<file path="config.mk">
export PLATFORM = sky130hd
export DESIGN_NAME = indexed_list_store
export DESIGN_NICKNAME = d
export VERILOG_FILES = /design/src/ils_pkg.sv /design/src/ils_ram.sv /design/src/indexed_list_store.sv
export VERILOG_INCLUDE_DIRS = /design/src /design/src/src
export SDC_FILE = /design/constraint.sdc
export NUM_CORES = 2
export LEC_CHECK = 0
export BUFFER_PORTS_ARGS = -buffer_cell sky130_fd_sc_hd__buf_2
export CAP_MARGIN = 5
export CORE_ASPECT_RATIO = 1.75
export CORE_MARGIN = 3
export CORE_UTILIZATION = 52
export CTS_CLUSTER_SIZE = 10
export DETAILED_ROUTE_END_ITERATION = 10
export GPL_TIMING_DRIVEN = 1
export MAX_ROUTING_LAYER = met4
export PLACE_DENSITY = 0.79
export SYNTH_ARGS = -nofsm -noshare
export SYNTH_HDL_FRONTEND = slang
export SYNTH_SLANG_ARGS = --single-unit
</file>
<file path="constraint.sdc">
create_clock -name clk -period 7.45 [get_ports clk]
set_input_delay 0 -clock clk [delete_from_list [all_inputs] [get_ports clk]]
set_output_delay 0 -clock clk [all_outputs]
set_load 0.05 [all_outputs]
</file>
<file path="src/indexed_list_store_assert.svh">
// assertion macros used by the indexed list store
`ifndef INDEXED_LIST_STORE_ASSERT_SVH
`define INDEXED_LIST_STORE_ASSERT_SVH

// same-cycle implication, disabled while reset is low
`define ILS_ASSERT_IMPLY(label, clk, rst_n, ante, cons, msg) \
    label: assert property (@(posedge clk) disable iff (!rst_n) (ante) |-> (cons)) \
        else $error(msg);

// next-cycle implication, disabled while reset is low
`define ILS_ASSERT_NEXT(label, clk, rst_n, ante, cons, msg) \
    label: assert property (@(posedge clk) disable iff (!rst_n) (ante) |=> (cons)) \
        else $error(msg);

`endif

</file>
<file path="src/ils_pkg.sv">
// types and constants of the indexed list store
`timescale 1ns / 1ps

package ils_pkg;

    // default number of entries
    localparam int ILS_CAPACITY = 64;

    // field widths
    localparam int ACTION_W  = 3;
    localparam int POS_W     = 7;
    localparam int VALUE_W   = 32;
    localparam int STATUS_W  = 2;
    localparam int COUNT_W   = 7;
    localparam int S_TDATA_W = 48;
    localparam int M_TDATA_W = 48;

    // read value returned for every item that is not a good read
    localparam logic [VALUE_W-1:0] NO_VALUE = '1;

    typedef enum logic [ACTION_W-1:0] {
        ACT_READ        = 3'd0,
        ACT_INSERT_AT   = 3'd1,
        ACT_INSERT_HEAD = 3'd2,
        ACT_INSERT_TAIL = 3'd3,
        ACT_DELETE      = 3'd4
    } action_t;

    typedef enum logic [STATUS_W-1:0] {
        STAT_DONE  = 2'd0,
        STAT_RANGE = 2'd1,
        STAT_FULL  = 2'd2
    } status_t;

    typedef enum logic [2:0] {
        S_IDLE,
        S_DECODE,
        S_SHIFT,
        S_SHIFT_WR,
        S_READ_WAIT,
        S_DONE
    } state_t;

endpackage

</file>
<file path="src/ils_ram.sv">
// generic simple dual-port ram with registered read
`timescale 1ns / 1ps

module ils_ram #(
    parameter int WIDTH = 32,
    parameter int DEPTH = 64
) (
    input  logic                     clk,
    input  logic                     we,
    input  logic [$clog2(DEPTH)-1:0] waddr,
    input  logic [WIDTH-1:0]         wdata,
    input  logic [$clog2(DEPTH)-1:0] raddr,
    output logic [WIDTH-1:0]         rdata
);

    logic [WIDTH-1:0] mem [DEPTH];
    logic [WIDTH-1:0] rdata_reg;

    // write port
    always_ff @(posedge clk)
    begin
        if (we)
        begin
            mem[waddr] <= wdata;
        end
    end

    // registered read port
    always_ff @(posedge clk)
    begin
        rdata_reg <= mem[raddr];
    end

    assign rdata = rdata_reg;

endmodule

</file>
<file path="src/indexed_list_store.sv">
// Ordered list of signed 32-bit values in a CAPACITY-entry ram. One item is taken
// at a time: s_tready is high only while the sequencer is idle, and a finished result
// waits in the output register while the next item is already accepted. A good read
// passes S_DECODE, S_READ_WAIT and S_DONE on its way to the result register; a failed
// or unused action passes S_DECODE and S_DONE. An insert at position p moves the
// entries from p up to the last one place up, and a delete at p moves those above p
// one place down, each through the single ram read port (read in S_SHIFT, written one
// place over in S_SHIFT_WR) under one shared index adder and comparator. The ram needs
// no clearing pass: only entries below the count are ever read.
`timescale 1ns / 1ps

`include "indexed_list_store_assert.svh"

module indexed_list_store #(
    parameter int CAPACITY = ils_pkg::ILS_CAPACITY
) (
    input  logic                          clk,
    input  logic                          rst_n,
    input  logic                          s_tvalid,
    output logic                          s_tready,
    // action [2:0], position [9:3], item_value [41:10], zero above
    input  logic [ils_pkg::S_TDATA_W-1:0] s_tdata,
    output logic                          m_tvalid,
    input  logic                          m_tready,
    // read_value [31:0], status [33:32], entry_count [40:34], zero above
    output logic [ils_pkg::M_TDATA_W-1:0] m_tdata
);

    import ils_pkg::*;

    localparam int CW   = $clog2(CAPACITY + 1);
    localparam int AW   = $clog2(CAPACITY);
    localparam int CMPW = (CW > POS_W) ? CW : POS_W;
    localparam int PADW = M_TDATA_W - VALUE_W - STATUS_W - COUNT_W;

    // control state
    state_t          state_reg, state_next;
    logic [CW-1:0]   count_reg, count_next;
    logic            out_valid_reg, out_valid_next;

    // item and working registers
    action_t         act_reg;
    logic [POS_W-1:0]   pos_reg;
    logic [VALUE_W-1:0] val_reg;
    logic [CW-1:0]   idx_reg, idx_next;
    logic [CW-1:0]   tgt_reg, tgt_next;
    logic            ins_reg, ins_next;
    logic [VALUE_W-1:0] rv_reg, rv_next;
    status_t         st_reg, st_next;

    // output register
    logic [VALUE_W-1:0] out_rv_reg;
    status_t            out_st_reg;
    logic [COUNT_W-1:0] out_count_reg;

    // ram port signals
    logic            ram_we;
    logic [AW-1:0]   ram_waddr;
    logic [VALUE_W-1:0] ram_wdata;
    logic [AW-1:0]   ram_raddr;
    logic [VALUE_W-1:0] ram_rdata;

    // shared index unit
    logic [CW-1:0]   step_sum;
    logic [CW-1:0]   cmp_a, cmp_b;
    logic            cmp_lt;

    logic [CMPW-1:0] pos_x, cnt_x;
    logic            s_fire, out_load;

    ils_ram #(
        .WIDTH(VALUE_W),
        .DEPTH(CAPACITY)
    ) u_ram (
        .clk  (clk),
        .we   (ram_we),
        .waddr(ram_waddr),
        .wdata(ram_wdata),
        .raddr(ram_raddr),
        .rdata(ram_rdata)
    );

    assign s_tready = (state_reg == S_IDLE);
    assign s_fire   = s_tvalid && s_tready;
    assign m_tvalid = out_valid_reg;
    assign m_tdata  = {{PADW{1'b0}}, out_count_reg, out_st_reg, out_rv_reg};

    assign pos_x = CMPW'(pos_reg);
    assign cnt_x = CMPW'(count_reg);

    // one adder steps the index, one comparator ends the shift
    assign step_sum = ins_reg ? (idx_reg - CW'(1)) : (idx_reg + CW'(1));
    assign cmp_a    = ins_reg ? tgt_reg : step_sum;
    assign cmp_b    = ins_reg ? idx_reg : count_reg;
    assign cmp_lt   = (cmp_a < cmp_b);

    assign out_load = (state_reg == S_DONE) && (!out_valid_reg || m_tready);

    // sequencer: next state and ram control
    always_comb
    begin
        state_next     = state_reg;
        count_next     = count_reg;
        idx_next       = idx_reg;
        tgt_next       = tgt_reg;
        ins_next       = ins_reg;
        rv_next        = rv_reg;
        st_next        = st_reg;
        out_valid_next = out_valid_reg;
        ram_we         = 1'b0;
        ram_waddr      = idx_reg[AW-1:0];
        ram_wdata      = ram_rdata;
        ram_raddr      = step_sum[AW-1:0];

        if (out_valid_reg && m_tready)
        begin
            out_valid_next = 1'b0;
        end

        case (state_reg)
            S_IDLE:
            begin
                if (s_fire)
                begin
                    state_next = S_DECODE;
                end
            end
            S_DECODE:
            begin
                rv_next    = NO_VALUE;
                st_next    = STAT_DONE;
                state_next = S_DONE;
                case (act_reg)
                    ACT_READ:
                    begin
                        if (pos_x < cnt_x)
                        begin
                            ram_raddr  = AW'(pos_x);
                            state_next = S_READ_WAIT;
                        end
                        else
                        begin
                            st_next = STAT_RANGE;
                        end
                    end
                    ACT_INSERT_AT, ACT_INSERT_HEAD, ACT_INSERT_TAIL:
                    begin
                        if (act_reg == ACT_INSERT_AT && pos_x > cnt_x)
                        begin
                            st_next = STAT_RANGE;
                        end
                        else if (count_reg >= CW'(CAPACITY))
                        begin
                            st_next = STAT_FULL;
                        end
                        else
                        begin
                            ins_next   = 1'b1;
                            idx_next   = count_reg;
                            state_next = S_SHIFT;
                            if (act_reg == ACT_INSERT_HEAD)
                            begin
                                tgt_next = '0;
                            end
                            else if (act_reg == ACT_INSERT_TAIL)
                            begin
                                tgt_next = count_reg;
                            end
                            else
                            begin
                                tgt_next = CW'(pos_x);
                            end
                        end
                    end
                    ACT_DELETE:
                    begin
                        if (pos_x >= cnt_x)
                        begin
                            st_next = STAT_RANGE;
                        end
                        else
                        begin
                            ins_next   = 1'b0;
                            idx_next   = CW'(pos_x);
                            state_next = S_SHIFT;
                        end
                    end
                    default:
                    begin
                        st_next = STAT_DONE;
                    end
                endcase
            end
            S_SHIFT:
            begin
                if (cmp_lt)
                begin
                    // fetch the neighbor that moves into idx
                    ram_raddr  = step_sum[AW-1:0];
                    state_next = S_SHIFT_WR;
                end
                else if (ins_reg)
                begin
                    ram_we     = 1'b1;
                    ram_waddr  = tgt_reg[AW-1:0];
                    ram_wdata  = val_reg;
                    count_next = count_reg + CW'(1);
                    state_next = S_DONE;
                end
                else
                begin
                    count_next = count_reg - CW'(1);
                    state_next = S_DONE;
                end
            end
            S_SHIFT_WR:
            begin
                ram_we     = 1'b1;
                ram_waddr  = idx_reg[AW-1:0];
                ram_wdata  = ram_rdata;
                idx_next   = step_sum;
                state_next = S_SHIFT;
            end
            S_READ_WAIT:
            begin
                rv_next    = ram_rdata;
                state_next = S_DONE;
            end
            S_DONE:
            begin
                if (out_load)
                begin
                    out_valid_next = 1'b1;
                    state_next     = S_IDLE;
                end
            end
            default:
            begin
                state_next = S_IDLE;
            end
        endcase
    end

    // control registers
    always_ff @(posedge clk or negedge rst_n)
    begin
        if (!rst_n)
        begin
            state_reg     <= S_IDLE;
            count_reg     <= '0;
            out_valid_reg <= 1'b0;
        end
        else
        begin
            state_reg     <= state_next;
            count_reg     <= count_next;
            out_valid_reg <= out_valid_next;
        end
    end

    // working registers of the current item
    always_ff @(posedge clk)
    begin
        idx_reg <= idx_next;
        tgt_reg <= tgt_next;
        ins_reg <= ins_next;
        rv_reg  <= rv_next;
        st_reg  <= st_next;
        if (s_fire)
        begin
            act_reg <= action_t'(s_tdata[ACTION_W-1:0]);
            pos_reg <= s_tdata[ACTION_W +: POS_W];
            val_reg <= s_tdata[ACTION_W+POS_W +: VALUE_W];
        end
    end

    // result register
    always_ff @(posedge clk)
    begin
        if (out_load)
        begin
            out_rv_reg    <= rv_reg;
            out_st_reg    <= st_reg;
            out_count_reg <= COUNT_W'(count_reg);
        end
    end

    // checks on the sequencer and result
    `ILS_ASSERT_IMPLY(a_count_bound, clk, rst_n, 1'b1,
        count_reg <= CW'(CAPACITY), "count above capacity")
    `ILS_ASSERT_NEXT(a_count_only_at_end, clk, rst_n, state_reg != S_SHIFT,
        count_reg == $past(count_reg), "count changed outside shift end")
    `ILS_ASSERT_IMPLY(a_full_count, clk, rst_n, out_valid_reg && out_st_reg == STAT_FULL,
        out_count_reg == COUNT_W'(CAPACITY), "full status with store not full")
    `ILS_ASSERT_IMPLY(a_bad_no_value, clk, rst_n, out_valid_reg && out_st_reg != STAT_DONE,
        out_rv_reg == NO_VALUE, "failed item carries a value")

endmodule
</file>
==> impl_results.md <==
- Async set-reset flop share out of synthesis: less than 1%
- Post-DP HPWL: roughly 130000 um
- Clk_skew: around 0.032 ns
- Vias per inst: 6.56
- Sw power: approximately 14 mW
- Antenna violations before repair: 5
- FF+latch count, synth: ~2200
- Final worst-path cycle share: 79.0%
- Crit-path slowest cell: mux2_2
- FMAX: 0.170 GHz
- Total Nets Final: around 5800
- Top reg by flops: u_ram.mem
- Placed Instances: 7589
- Cell class contributing the biggest share of worst-path delay: buffers and inverters
- Routed WL per cell: between 20 and 30 um
- WP buf/inv: 4
- CP Capture Type: flop
- Vias: around 53000
- Worst hold-check path type: in -> reg
- Total chip power: about 40 mW
- Critical Path AT: 6.55 ns
- Fin crit period: about 6 ns
- Fill count: about 12000
- Core Region: around 170000 um^2
- Max incr delay on CP: 1.02 ns
- Row count: 201
- Worst Hold Slack: about 0.21 ns
- Fraction of layout cells with a size suffix above 1: about 15%
- Synth Instances: 5537
- Port Buf Inserts: 88
- Max reg flops: ~2000
- Post-Route WL: 228000 um
- Drt pass-1 iters: 8
- Routability cong.: between 0.8 and 0.9
- Worst-path clk slew: ~0.060 ns
- Max Cap Viol: 0
- Slew headroom: under 10%
- Final hold vios: 0
- Sequential area share after synthesis: roughly three quarters
- CTS tree: done
- Sequential Area: 66400 um^2
- Setup crit start kind: flop
- GR Overflow Total: 0
- Slew Limit Fails: 0
- Largest net degree at the start of global routing: around 150
- Sw Ratio: between 30% and 40%
- Wire length on met1: between 70000 and 80000 um
- Mapped cell area: roughly 90000 um^2
- Initial Util: between 50% and 60%
- Cell Pwr Density: about 400 nW/um^2
- Kind of critical path: reg -> reg
- CP Max Fanout: 47
- Setup_tns: 0 ns
- Vias in the first global route: roughly 53000
- Top FF cell, synth: edfxtp_1
- Clock power frac: a little over a quarter
- Cell Count, Final, Fillers Out: 8024
- Max VDD drop: roughly 0.00034 V
- Part of the power in combinational logic: 32.8%
- CTS buffer count: 248
- Die H: about 560 um
- Syn_area_per_cell: between 15 and 20 um^2
- WL met2: ~120000 um
- Status: complete, no violations
- H-tree depth: 4
- Worst-skew pair later-pin latency: 0.86 ns
- Die area: roughly 180000 um^2
- Crit path required time: ~8.1 ns
- Finish-stage setup viols: 0
- IO Count: a little over 100
- Synth-to-layout area growth: 12.0%
- Chip width: ~320 um
- Unrepaired setup endpoints after global routing: no
- Area of the multi-input gates: roughly 22000 um^2
- Max Used Layer: met4
- DR iter-0 viols: approximately 6000
- First-pass GRT wire length: around 330000 um
- Routed Antenna Nets: 0
- DRC: 0
- Post-CTS setup buffers: 0
- Met3 Routed Length: between 15000 and 20000 um
- Gates resized, CTS repair: 0
- Clock Tree Root: clkbuf_16
- Overall routing resource usage: 25.6%
- Number of synthesized flops with an enable pin: approximately 2200
- Sinks on Clock Net: about 2200
- CP Cell Sequence: ha_1, a21o_1, a21oi_1, nor2_1, a311oi_1, buf_4, o21ai_0, ha_1, o21ai_0, a2111oi_0, buf_4, nor2_4, buf_4, mux2_2, buf_4
- Reg power frac: slightly above 40%
- CP most frequent cell: buf_4
- Internal: ~26 mW
- Static Leakage: 35.2 nW
- Post-synthesis cell type count: between 60 and 70
- Synthesis warning total: 0
- Clock Path Buffers: 4
- Slew @ Worst Pin: about 1.4 ns
==> what timing repair did <==
item	in CTS	in global routing
endpoints found under the setup margin	0	0
hold buffers	88	0
endpoints found under the hold margin	56	0
==> routing by layer <==
layer	up-vias	global-route usage, %
li1	22445	-
met1	26346	28.3
met2	3024	44.5
met3	817	3.78
met4	0	14.5
met5	-	-
==> cells in the mapped netlist (3+ instances only) <==
cell type	count	share of area [%]
a21o_1	6	0.050
nand3_1	263	1.5
nor3b_1	4	0.033
mux2i_1	269	3.0
nor3_1	38	0.21
o41ai_1	89	0.86
mux2_2	245	3.1
nand2_1	37	0.15
ha_1	23	0.32
nor2_1	65	0.27
clkbuf_1	308	1.3
buf_6	16	0.20
xor2_1	5	0.048
buf_4	32	0.27
nand2b_1	3	0.021
a21boi_0	258	2.1
nor4_1	33	0.23
a211oi_1	514	4.3
o41ai_2	7	0.13
mux2_1	50	0.62
o2111ai_1	34	0.33
or3_1	33	0.23
and2_1	6	0.042
inv_1	279	1.2
buf_2	73	0.40
o211a_1	256	2.8
xnor2_1	7	0.068
dfrtp_1	11	0.30
o32a_1	6	0.066
buf_1	8	0.033
o21ai_0	25	0.14
dfxtp_1	32	0.71
edfxtp_1	2180	72
nor2b_1	5	0.035
o211ai_1	256	2.1
o31a_1	3	0.029
a21oi_1	22	0.12
==> power groups by stage <==
stage          combinational [mW]  clock [mW]  sequential [mW]
4_1_cts                      13.0        10.5             16.5
6_report                     13.2        10.5             16.6
5_1_grt                      13.9        11.0             16.6
3_3_place_gp                 12.5           0             16.8
2_1_floorplan                8.30           0             16.7
3_5_place_dp                 12.9           0             16.8
==> cells in the final DEF (no fill, tap or decap), types with 6 or more instances in the layout <==
master,Yosys,routed
o211a_1,256,256
dfrtp_1,11,11
mux2_1,50,50
ha_1,23,23
clkbuf_16,0,253
nor3_2,0,32
a21boi_0,258,258
buf_12,0,20
dfxtp_1,32,32
nor3_1,38,6
o2111ai_1,34,34
a211oi_1,514,514
clkbuf_1,308,87
edfxtp_1,2180,2180
nand2_1,37,37
mux2i_1,269,264
o21ai_0,25,23
a21oi_1,22,21
a21o_1,6,6
nor2_1,65,30
dlygate4sd3_1,0,88
nor2_4,0,35
o41ai_2,7,7
conb_1,1,7
nor4_1,33,32
o211ai_1,256,256
nand3_1,263,263
or3_1,33,33
mux2_2,245,245
inv_1,279,279
o41ai_1,89,89
xnor2_1,7,7
buf_2,73,88
buf_4,32,142
o32a_1,6,6
==> logic make-up (layout without fill, tap and decap cells) <==
family	after synthesis	count (layout)	share of synthesized area (%)
compound gates	1497	1497	13.3
xor+xnor	12	12	0.116
fa+ha+maj	25	25	0.363
buf+inv	717	960	3.34
flops	2223	2223	73.4
mux	565	565	6.68
other cells	1	12	0.00415
simple gates	497	497	2.77
==> through the flow <==
stage	instance area, um^2	worst slack (ns)	util (%)
after floorplan	90400	1.01	-
after global routing	101000	1.37	58.9
final	101000	1.56	58.9
after global placement	93700	1.67	54.5
after CTS	101000	1.64	58.9
after detailed placement	93700	1.67	54.5
==> layout make-up <==
cell class | instances | area share, %
tap | 2233 | 2.76
inverter | 280 | 1.04
timing repair buffer | 338 | 2.75
sequential | 2223 | 65.6
clock buffer | 340 | 6.58
multi-input combinational | 2603 | 21.3
clock inverter | 2 | 0.0173
antenna | 5 | 0.0124
==> worst reg2reg max path: cells and delay by family (launching register included) <==
family | cells | cell delay [ns]
multiplexers | 1 | 1.11
buffers and inverters | 4 | 1.42
flip-flops | 1 | 0.85
adder cells (fa/ha/maj) | 2 | 0.67
AO/OA/AOI/OAI | 6 | 1.09
AND/OR/NAND/NOR | 2 | 0.54
==> path summary, 6_finish.rpt <==
kind / from / endpoint / slack (ns) / cells after the start
worst min register to register: rv_reg[11]$_SDFFCE_PN1P_ / out_rv_reg[11]$_DFFE_PP_ / 0.41 / 0
max in group asynchronous: rst_n / cnt_x[1]$_DFFE_PN0P_ / 6.71 / 3
min in group asynchronous: rst_n / m_tvalid$_DFF_PN0_ / 0.29 / 3
worst max register to register: ins_reg$_DFFE_PP_ / u_ram.mem[54][2]$_DFFE_PP_ / 1.56 / 15
worst max-delay path: ins_reg$_DFFE_PP_ / u_ram.mem[54][2]$_DFFE_PP_ / 1.56 / 15
worst min-delay path: m_tready / m_tvalid$_DFF_PN0_ / 0.21 / 4
Power figures use the tool's default switching activity.
